<file path="src/nlms_mul.sv">
// Shared signed 32x32 multiplier with a registered 64-bit product.
// No dependencies.
module nlms_mul (
    input  logic               i_clk,
    input  logic signed [31:0] i_a,
    input  logic signed [31:0] i_b,
    output logic signed [63:0] o_p
);

    logic signed [63:0] r_p;

    always_ff @(posedge i_clk) begin
        r_p <= i_a * i_b;
    end

    assign o_p = r_p;

endmodule

</file>
<file path="config.mk">
export PLATFORM = sky130hd
export DESIGN_NAME = nlms_mul
export DESIGN_NICKNAME = d
export VERILOG_FILES = /design/src/nlms_mul.sv
export SDC_FILE = /design/constraint.sdc
export NUM_CORES = 2
export LEC_CHECK = 0
export ABC_AREA = 1
export BUFFER_PORTS_ARGS = -buffer_cell sky130_fd_sc_hd__buf_2
export CORE_MARGIN = 3
export CORE_UTILIZATION = 70
export CTS_CLUSTER_DIAMETER = 60
export CTS_CLUSTER_SIZE = 14
export DETAILED_ROUTE_END_ITERATION = 7
export PLACE_DENSITY_LB_ADDON = 0.08
export SLEW_MARGIN = 20
export SYNTH_ARGS = -nofsm -noshare
export SYNTH_HDL_FRONTEND = slang
export SYNTH_SLANG_ARGS = --single-unit
</file>
<file path="constraint.sdc">
create_clock -name i_clk -period 19.85 [get_ports i_clk]
set_input_delay 2.9775 -clock i_clk [delete_from_list [all_inputs] [get_ports i_clk]]
set_output_delay 2.9775 -clock i_clk [all_outputs]
set_load 0.005 [all_outputs]
</file>
==> flow_summary.json <==
{
  "avgSynthCellArea_sq_um": 7.85,
  "largest_reg_flops": 64,
  "instances_no_fill": 5847,
  "synth-edff-count": 0,
  "synth-seq-cells": 64,
  "fmax_mhz": 94.1,
  "io_pins": 129,
  "critPathBufInv": 9,
  "dp_hpwl_mm": 88.6,
  "grt_use_total_pct": 36.9,
  "synth-async-reset-ratio_pct": 0,
  "crit_arrival_ns": 10.87,
  "drive_above_1_share_pct": 4.64,
  "ys.warnings.count": 0,
  "route.detailed.drc": 0,
  "clock_path_buffers": 2,
  "worst_slew_pin_slew_ns": 0.920,
  "final_cell_area_sq_um": 41500,
  "syn_nets": 6455,
  "critical_path.max_fanout": 32,
  "post_cts_resized": 0,
  "crit_required_ns": 20.09,
  "drt_iter0_drc": 2458,
  "setup_tns_ns": 0,
  "finalMaxSlewViolations": 0,
  "design.core.area_sq_um": 56600,
  "finalHoldViolations": 0,
  "grt_pass1_wl_mm": 173,
  "worstSetupStartpointType": "input pin",
  "ctsHoldBuffers": 0,
  "wl_met2_mm": 50.7,
  "grt_overflow": 0,
  "cpPeakStageDelay_ns": 0.89,
  "initial_utilization_pct": 71.0,
  "top_layer": "met5",
  "min-delay-start": "i_b[0]",
  "rows": 87,
  "drt_wl_total_mm": 105,
  "hold_path_end": "o_p[0]",
  "status": "completed",
  "synth_area_sq_um": 40200,
  "hp-class": "in2reg",
  "placedCellCount": 5827,
  "period_minus_slack_ns": 10.63,
  "maxCapViolCount": 0,
  "crit_slowest_cell": "fa_1",
  "cts-htree-levels": 3,
  "antenna_found_initial": 6,
  "rsz0062_at_grt": "no",
  "grt_pass1_vias": 33000,
  "vias": 31200,
  "die_y_um": 246,
  "min_period_over_period_pct": 53.5,
  "cts_buffers": 9,
  "wl_met3_mm": 10.5,
  "tritoncts": "built",
  "die_w_um": 246,
  "nNetsFinal": 6413,
  "max_slew_margin_pct": 38.7,
  "netlist_instances": 5124,
  "port_buffers": 128,
  "fin_util_pct": 73.2,
  "dpl_cell_area_sq_um": 41200,
  "post-cts-setup-buffers": 0,
  "drt-pass1-iter-count": 6,
  "crit_family": "adder cells",
  "crit_type": "in2reg",
  "postRouteAntennaNets": 0,
  "synthFlopType": "dfxtp_1",
  "wl_met1_mm": 40.4,
  "area_delta_synth_final_pct": 3.10,
  "synth-seq-area-share_pct": 3.19,
  "grt_max_degree": 33,
  "hold_depth": 4,
  "setup-violations-final": 0,
  "cts_root_buffer": "clkbuf_16",
  "gp_congestion": 1.03,
  "cts.sinks": 64,
  "clk_pin_slew_worst_paths_ns": 0.06,
  "ys_types": 27,
  "detail_route.wl_per_cell_um": 18.0,
  "dieArea_sq_um": 60300,
  "end_kind": "flip-flop",
  "viasPerCell": 5.33
}
cell families after synthesis:
family,synth area share [%]
XOR/XNOR,0.741
AND/OR/NAND/NOR,17.5
AO/OA/AOI/OAI,1.26
buffers and inverters,17.7
adder cells (fa/ha/maj),59.6
flip-flops,3.19
per-stage QoR:
stage          hold slack (ns)  worst slack [ns]
2_1_floorplan             3.08             10.23
3_3_place_gp              3.35              9.17
3_5_place_dp              3.35              9.00
4_1_cts                   3.16              9.31
5_1_grt                   3.19              8.70
6_report                  3.17              9.22
metal layers:
metal | global-route usage, % | up-vias
met2 | 60.3 | 1525
li1 | - | 13900
met4 | 10.7 | 2
met3 | 6.64 | 253
met1 | 51.4 | 15500
met5 | 0 | -
synth_stat cells (21+ instances only):
master       n  share of area [%]
nand3_1     73               0.91
nand2_1   1504                 14
nor2_2      31               0.48
dfxtp_1     64                3.2
inv_1     1692                 16
nor2_1      93               0.87
clkbuf_1   192                1.8
ha_1       184                5.7
a21oi_1     62               0.77
fa_1      1082                 54
xor2_1      31               0.68
nand2_2     21               0.33
layout by cell type, fill, tap and decap left out, types with 4 or more instances in the layout:
master,count
a21oi_1,62
buf_2,128
buf_4,11
clkbuf_16,9
dfxtp_1,64
diode_2,4
fa_1,1082
ha_1,184
inv_1,1692
inv_2,8
nand2_1,1504
nand2_2,21
nand3_1,73
nand3_2,6
nand3b_1,6
nand4_1,13
nor2_1,93
nor2_2,31
nor3_1,11
nor3_2,5
o21ai_0,17
o21ai_1,4
o21bai_1,8
or2_2,7
xor2_1,31
worst max path at each step:
stage	startpoint	endpoint	slack [ns]	cells after the start
2_1_floorplan	i_a[31]	o_p[59]	10.23	27
3_3_place_gp	i_a[31]	o_p[60]	9.17	27
3_5_place_dp	i_a[31]	o_p[60]	9.00	27
4_1_cts	i_a[31]	o_p[60]	9.31	27
5_1_grt	i_a[31]	o_p[60]	8.70	28
6_report	i_a[31]	o_p[60]	9.22	27
tightest hold or removal path, stage by stage:
cell and delay [ns]:
buf_2 0.09, buf_4 0.24, nand2_1 0.11, inv_1 0.04
layout make-up:
class	count	area [sq um]
Timing Repair Buffer	139	723
Inverter	1700	6380
Multi-Input combinational cell	3168	31800
Fill cell	4570	15200
Tap cell	756	946
Clock buffer	10	229
Clock inverter	6	60.1
Sequential cell	64	1280
Antenna cell	4	10.0
Power is left out: the tool's default activity adds up to more than one toggle a clock period on the data nets, which glitch-free logic cannot reach.
