==> config.mk <==
export PLATFORM = sky130hd
export DESIGN_NAME = nlms_div
export DESIGN_NICKNAME = d
export VERILOG_FILES = /design/src/nlms_pkg.sv /design/src/nlms_div.sv
export SDC_FILE = /design/constraint.sdc
export NUM_CORES = 1
export LEC_CHECK = 0
export ABC_AREA = 1
export BUFFER_PORTS_ARGS = -buffer_cell sky130_fd_sc_hd__buf_2
export CELL_PAD_IN_SITES_DETAIL_PLACEMENT = 2
export CELL_PAD_IN_SITES_GLOBAL_PLACEMENT = 2
export CORE_ASPECT_RATIO = 1.2
export CORE_MARGIN = 2
export CORE_UTILIZATION = 28
export CTS_CLUSTER_DIAMETER = 100
export DETAILED_ROUTE_END_ITERATION = 12
export HOLD_SLACK_MARGIN = 0.15
export PLACE_DENSITY = 0.74
export SETUP_SLACK_MARGIN = 0.02
export SKIP_LAST_GASP = 1
export SLEW_MARGIN = 20
export SYNTH_ARGS = -nofsm -noshare
export SYNTH_HDL_FRONTEND = slang
export SYNTH_SLANG_ARGS = --single-unit
==> constraint.sdc <==
create_clock -name i_clk -period 5.94 [get_ports i_clk]
set_input_delay 0.594 -clock i_clk [delete_from_list [all_inputs] [get_ports i_clk]]
set_output_delay 0.594 -clock i_clk [all_outputs]
set_load 0.1 [all_outputs]
==> src/nlms_pkg.sv <==
// Shared types, constants and a helper function of the normalized LMS filter core.
// Used by nlms_div, the top level, the checker and the testbench; depends on nothing else.
package nlms_pkg;

    // Operation codes carried in the op field of a request.
    localparam logic OP_SAMPLE = 1'b0;
    localparam logic OP_COEF   = 1'b1;

    // Configuration register indexes (byte address / 4).
    localparam logic REG_STEP_SIZE    = 1'b0;
    localparam logic REG_OUTPUT_SHIFT = 1'b1;

    // Saturation limits of a Q31 value, held at 64 bits.
    localparam logic signed [63:0] Q31_MAX = 64'sd2147483647;
    localparam logic signed [63:0] Q31_MIN = -64'sd2147483648;

    // Reciprocal numerator (2^31-1)*2^31: the partial remainder after its top
    // 29 bits, and the 33 low bits that are brought down one per step.
    localparam logic [31:0] RECIP_REM0 = 32'h1FFF_FFFF;
    localparam logic [32:0] RECIP_LOW  = 33'h1_8000_0000;
    localparam logic [30:0] RECIP_MAX  = 31'h7FFF_FFFF;
    localparam logic [4:0]  NORM_LIMIT = 5'd30;
    localparam logic [5:0]  DIV_LAST   = 6'd32;

    typedef struct packed {
        logic               op;
        logic signed [31:0] sample;
        logic signed [31:0] reference;
        logic [4:0]         coef_index;
        logic signed [31:0] coef_value;
    } t_in;

    typedef struct packed {
        logic signed [31:0] filter_out;
        logic signed [31:0] error_out;
    } t_out;

    // Result of the reciprocal unit.
    typedef struct packed {
        logic        done;
        logic [30:0] inv;
        logic [4:0]  sh;
    } t_div_res;

    typedef enum logic [3:0] {
        S_CLR, S_IDLE, S_EN1, S_EN2, S_EN3, S_FIR, S_ERR, S_EMU, S_EMU2,
        S_DIVW, S_WMUL, S_WSAT, S_UPD, S_FIN
    } t_state;

    typedef enum logic [1:0] {
        D_IDLE, D_NORM, D_DIV
    } t_div_state;

    function automatic logic signed [31:0] sat32(input logic signed [63:0] v);
        if (v > Q31_MAX) begin
            return Q31_MAX[31:0];
        end else if (v < Q31_MIN) begin
            return Q31_MIN[31:0];
        end
        return v[31:0];
    endfunction

endpackage

==> src/nlms_div.sv <==
// Reciprocal unit: normalizes energy+1 one bit a cycle, then divides the
// Q62 numerator by it one quotient bit a cycle. Depends on nlms_pkg.
module nlms_div import nlms_pkg::*; (
    input  logic               i_clk,
    input  logic               i_rst_n,
    input  logic               i_start,
    input  logic signed [31:0] i_arg,
    output t_div_res           o_res
);

    t_div_state  r_state, n_state;
    logic [30:0] r_arg;
    logic [4:0]  r_sh;
    logic [31:0] r_rem;
    logic [32:0] r_q;
    logic [32:0] r_dbits;
    logic [5:0]  r_cnt;
    logic        r_done;
    logic [31:0] trial;
    logic        fits;

    assign trial = {r_rem[30:0], r_dbits[32]};
    assign fits  = trial >= {1'b0, r_arg};

    always_comb begin
        n_state = r_state;
        case (r_state)
            D_IDLE: begin
                if (i_start && !i_arg[31] && (i_arg != 32'sd0)) begin
                    n_state = D_NORM;
                end
            end
            D_NORM: begin
                if (r_arg[30] || (r_sh == NORM_LIMIT)) begin
                    n_state = D_DIV;
                end
            end
            D_DIV: begin
                if (r_cnt == DIV_LAST) begin
                    n_state = D_IDLE;
                end
            end
            default: n_state = D_IDLE;
        endcase
    end

    always_ff @(posedge i_clk) begin
        if (!i_rst_n) begin
            r_state <= D_IDLE;
            r_done  <= 1'b0;
        end else begin
            r_state <= n_state;
            if (i_start) begin
                // A non-positive argument finishes at once.
                r_done <= i_arg[31] || (i_arg == 32'sd0);
            end else if ((r_state == D_DIV) && (r_cnt == DIV_LAST)) begin
                r_done <= 1'b1;
            end
        end
    end

    always_ff @(posedge i_clk) begin
        case (r_state)
            D_IDLE: begin
                if (i_start) begin
                    r_arg <= i_arg[30:0];
                    r_sh  <= 5'd0;
                    r_q   <= {2'b00, RECIP_MAX};
                end
            end
            D_NORM: begin
                if (!r_arg[30] && (r_sh != NORM_LIMIT)) begin
                    r_arg <= {r_arg[29:0], 1'b0};
                    r_sh  <= r_sh + 5'd1;
                end else begin
                    if (r_sh != 5'd0) begin
                        r_sh <= r_sh - 5'd1;
                    end
                    r_rem   <= RECIP_REM0;
                    r_dbits <= RECIP_LOW;
                    r_cnt   <= 6'd0;
                    r_q     <= 33'd0;
                end
            end
            D_DIV: begin
                r_rem   <= fits ? (trial - {1'b0, r_arg}) : trial;
                r_q     <= {r_q[31:0], fits};
                r_dbits <= {r_dbits[31:0], 1'b0};
                r_cnt   <= r_cnt + 6'd1;
            end
            default: begin
            end
        endcase
    end

    always_comb begin
        o_res.done = r_done;
        o_res.sh   = r_sh;
        o_res.inv  = (r_q[32:31] != 2'b00) ? RECIP_MAX : r_q[30:0];
    end

endmodule

==> results.md <==
* Status: finished, final reports clean
* Share of layout cells above drive strength 1 at 12.28%
* Post-synth top area share at 41.93%
* Final worst path period need at 3.021 ns
* Sequential-to-total area share from yosys stat at 42.71%
* CTS tree: done
* Fin. max-slew vios at 0
* Vias in the first global route at 7458
* Cell mode on critical path: nand2_1
* Top cells by area, synth: edfxtp_1 (42%), nand2_1 (15%), inv_1 (9.5%)
* Startpoint Class: register
* Combinational fraction of design power at 33.0%
* Switching fraction of total power at 39.20%
* Clock Pin Slew Worst Setup and Hold Paths at 0.08 ns
* Commonest non-fill, non-tap cell in the layout: nand2_1
* Clock power share at 25.5%
* Distinct cells, synth at 38
* Die span in y at 186.1 um
* Largest net degree at the start of global routing at 48
* Final Net Count at 1153
* Drt first pass iters at 4
* Hold Vio Cnt, Final at 0
* WHS Path Cells at 3
* Multi-input gate area at 3535 um2
* Post-Syn Instances at 1021
* # Post-CTS Setup Buffers at 0
* Vias per cell at 4.827
* Clock Sinks at 111
* Clock tree buffer depth at 2
* Worst IR drop on VDD at 0.1579 mV
* Synth Area per Inst at 7.575 um2
* Slew headroom at 33.56%
* Core area at 27170 um2
* Clock Skews at 0.01245 ns
* H-Tree Depth at 3
* Hold WS at 0.4947 ns
* DR vias at 6869
* Internal at 1.418 mW
* GPL Wtd Cong at 0.8251
* Max Fanout on Critical Path at 33
* Placed Instance Area at 8424 um2
* Ant diodes at 0
* HP Class: input port to register
* CP peak stage delay at 0.53 ns
* I/O pin count at 72
* Power density over the cells at 268.6 nW/um2
* DP HPWL at 19680 um
* Worst Path Required at 6.07 ns
* Yosys warnings at 0
* Final ANT Viol Nets at 0
* Gr usage total at 18.44%
* Final WL at 25500 um
* Num CTS Buffers at 9
* Hold buffers post-CTS at 0
* Crit path DAT at 3.15 ns
* Reg power frac at 41.5%
* Period Utilization, post-route at 50.87%
* Sw Pwr at 914.5 uW
* Slowest cell on the critical path: nand2_4
* Leakage at 4.067 nW
* Seq cells post-synth at 111
* Clock Root Buffer: clkbuf_16
* Antenna violations before repair at 0
* Slew at the pin closest to its max-slew limit at 0.9882 ns
* First-pass GRT wire length at 41010 um
* Most frequent cells in the layout: nand2_1 (305), inv_1 (195), edfxtp_1 (108)
* Worst R2R Path Depth at 14
* Die footprint at 28970 um2
* DR DRC count at 0
* Routed wire per std cell at 17.92 um
* Die X at 155.7 um
* RSZ-0062 raised after global routing: false
* Max Fclk at 331.0 MHz
* GR Overflow Total at 0
* Initial Util at 28.47%
* Row count at 66
* Worst-path cell chain: ha_1, fa_1, inv_1, nand2_1, nand2_1, nand3_1, nand2_2, nand2_1, nand3_2, nand2_4, nand2_4, nand2_1, nor2_1, nor2_1
* Max-Cap Viols at 0
* Number of port buffers at 71
* Area growth syn-to-layout at 12.28%
* Design Area, Final at 8683 um2
* Setup violators final at 0
* Fillers at 3145
* Crit. End Element: register
* Critical path class: register to register
* Top cell type by total area after synthesis: edfxtp_1
* Post_cts resized at 0
* Final TNS setup at 0 ns
* Final core utilization at 31.96%
* Synthesized area at 7734 um2
* Clk Latency, worst-skew pair at 0.37 ns
* 1st-iter DRT viols at 321
* FF/Latch Area at 3303 um2
* Syn Nets at 1094
-- area by class of cell --
cell class	count	share of cell area, %
repair buffers	79	4.784
flip-flops and latches	111	38.04
inverters	200	8.646
clock inverters	3	0.2450
clock buffers	11	2.680
well taps	340	4.899
multi-input cells	679	40.71
-- metal layers --
layer	vias up	wire length, um	global-route usage [%]	part of all wire [%]
met4	0	474	5.174	1.9
li1	3360	-	-	-
met2	94	13160	34.19	52
met1	3395	11090	22.15	43
met3	20	769	2.608	3.0
met5	-	0	0	0
-- kinds of logic (layout without fill, tap and decap cells) --
kind of cell / after synthesis / count (layout) / share of synthesized area [%]
fa+ha+maj: 38 / 38 / 6.342
flops: 111 / 111 / 42.71
buf+inv: 231 / 293 / 11.94
xor+xnor: 16 / 16 / 1.812
compound gates: 100 / 100 / 6.925
simple gates: 525 / 525 / 30.27
-- cells in the mapped netlist --
cell / instances
xor2_1: 16
nor3_4: 2
nand2_4: 2
inv_1: 195
ha_1: 36
nor2_4: 3
or2_1: 1
or2_2: 2
nand3_1: 82
dfxtp_1: 3
nand4_1: 10
inv_2: 5
a21oi_4: 1
and2_4: 1
nor2_1: 69
a21oi_1: 24
nor3_1: 8
o21bai_1: 4
a31oi_1: 2
nand3_2: 12
buf_2: 5
nor2_2: 2
nand2_1: 306
nand3b_1: 8
edfxtp_1: 108
buf_6: 4
nand3b_2: 1
fa_1: 2
buf_4: 1
nand2_2: 5
buf_12: 1
o31ai_1: 1
o22ai_1: 1
a21oi_2: 2
and2_1: 7
nor4_1: 4
clkbuf_1: 20
o21ai_0: 65
-- power by group through the flow --
stage	Clock (mW)	Combinational (mW)	Sequential, mW
floorplan	0	0.542	1.01
global placement	0	0.755	0.983
detailed placement	0	0.778	0.986
CTS	0.612	0.783	0.969
global route	0.630	0.859	0.975
finish	0.594	0.771	0.968
-- flip-flops by register name (all words and copies together), names as in the netlist --
signal	flops
r_rem	31
r_sh	5
r_state	2
r_cnt	6
r_dbits	2
r_done	1
r_q	33
r_arg	31
-- worst max-delay path, delay by kind of cell (launching register included) --
kind / cells / cell delay, ns
simple gates: 11 / 1.63
fa+ha+maj: 2 / 0.61
flops: 1 / 0.40
buf+inv: 1 / 0.12
-- stage by stage --
step	power [mW]	cells	worst slack, ns
floorplan	1.553	1021	1.948
finish	2.333	1423	2.919
detailed placement	1.764	1409	2.889
global route	2.464	1423	2.660
global placement	1.738	1409	2.938
CTS	2.364	1423	2.881
-- worst paths after layout --
kind	start	endpoint	slack, ns
worst max register to register	r_arg[0]	r_rem[30]	2.92
worst max-delay path	r_arg[0]	r_rem[30]	2.92
worst min register to register	r_dbits[31]	r_dbits[32]	0.52
worst min-delay path	i_rst_n	r_done	0.49
No activity file was read; power rests on OpenSTA's default activity.
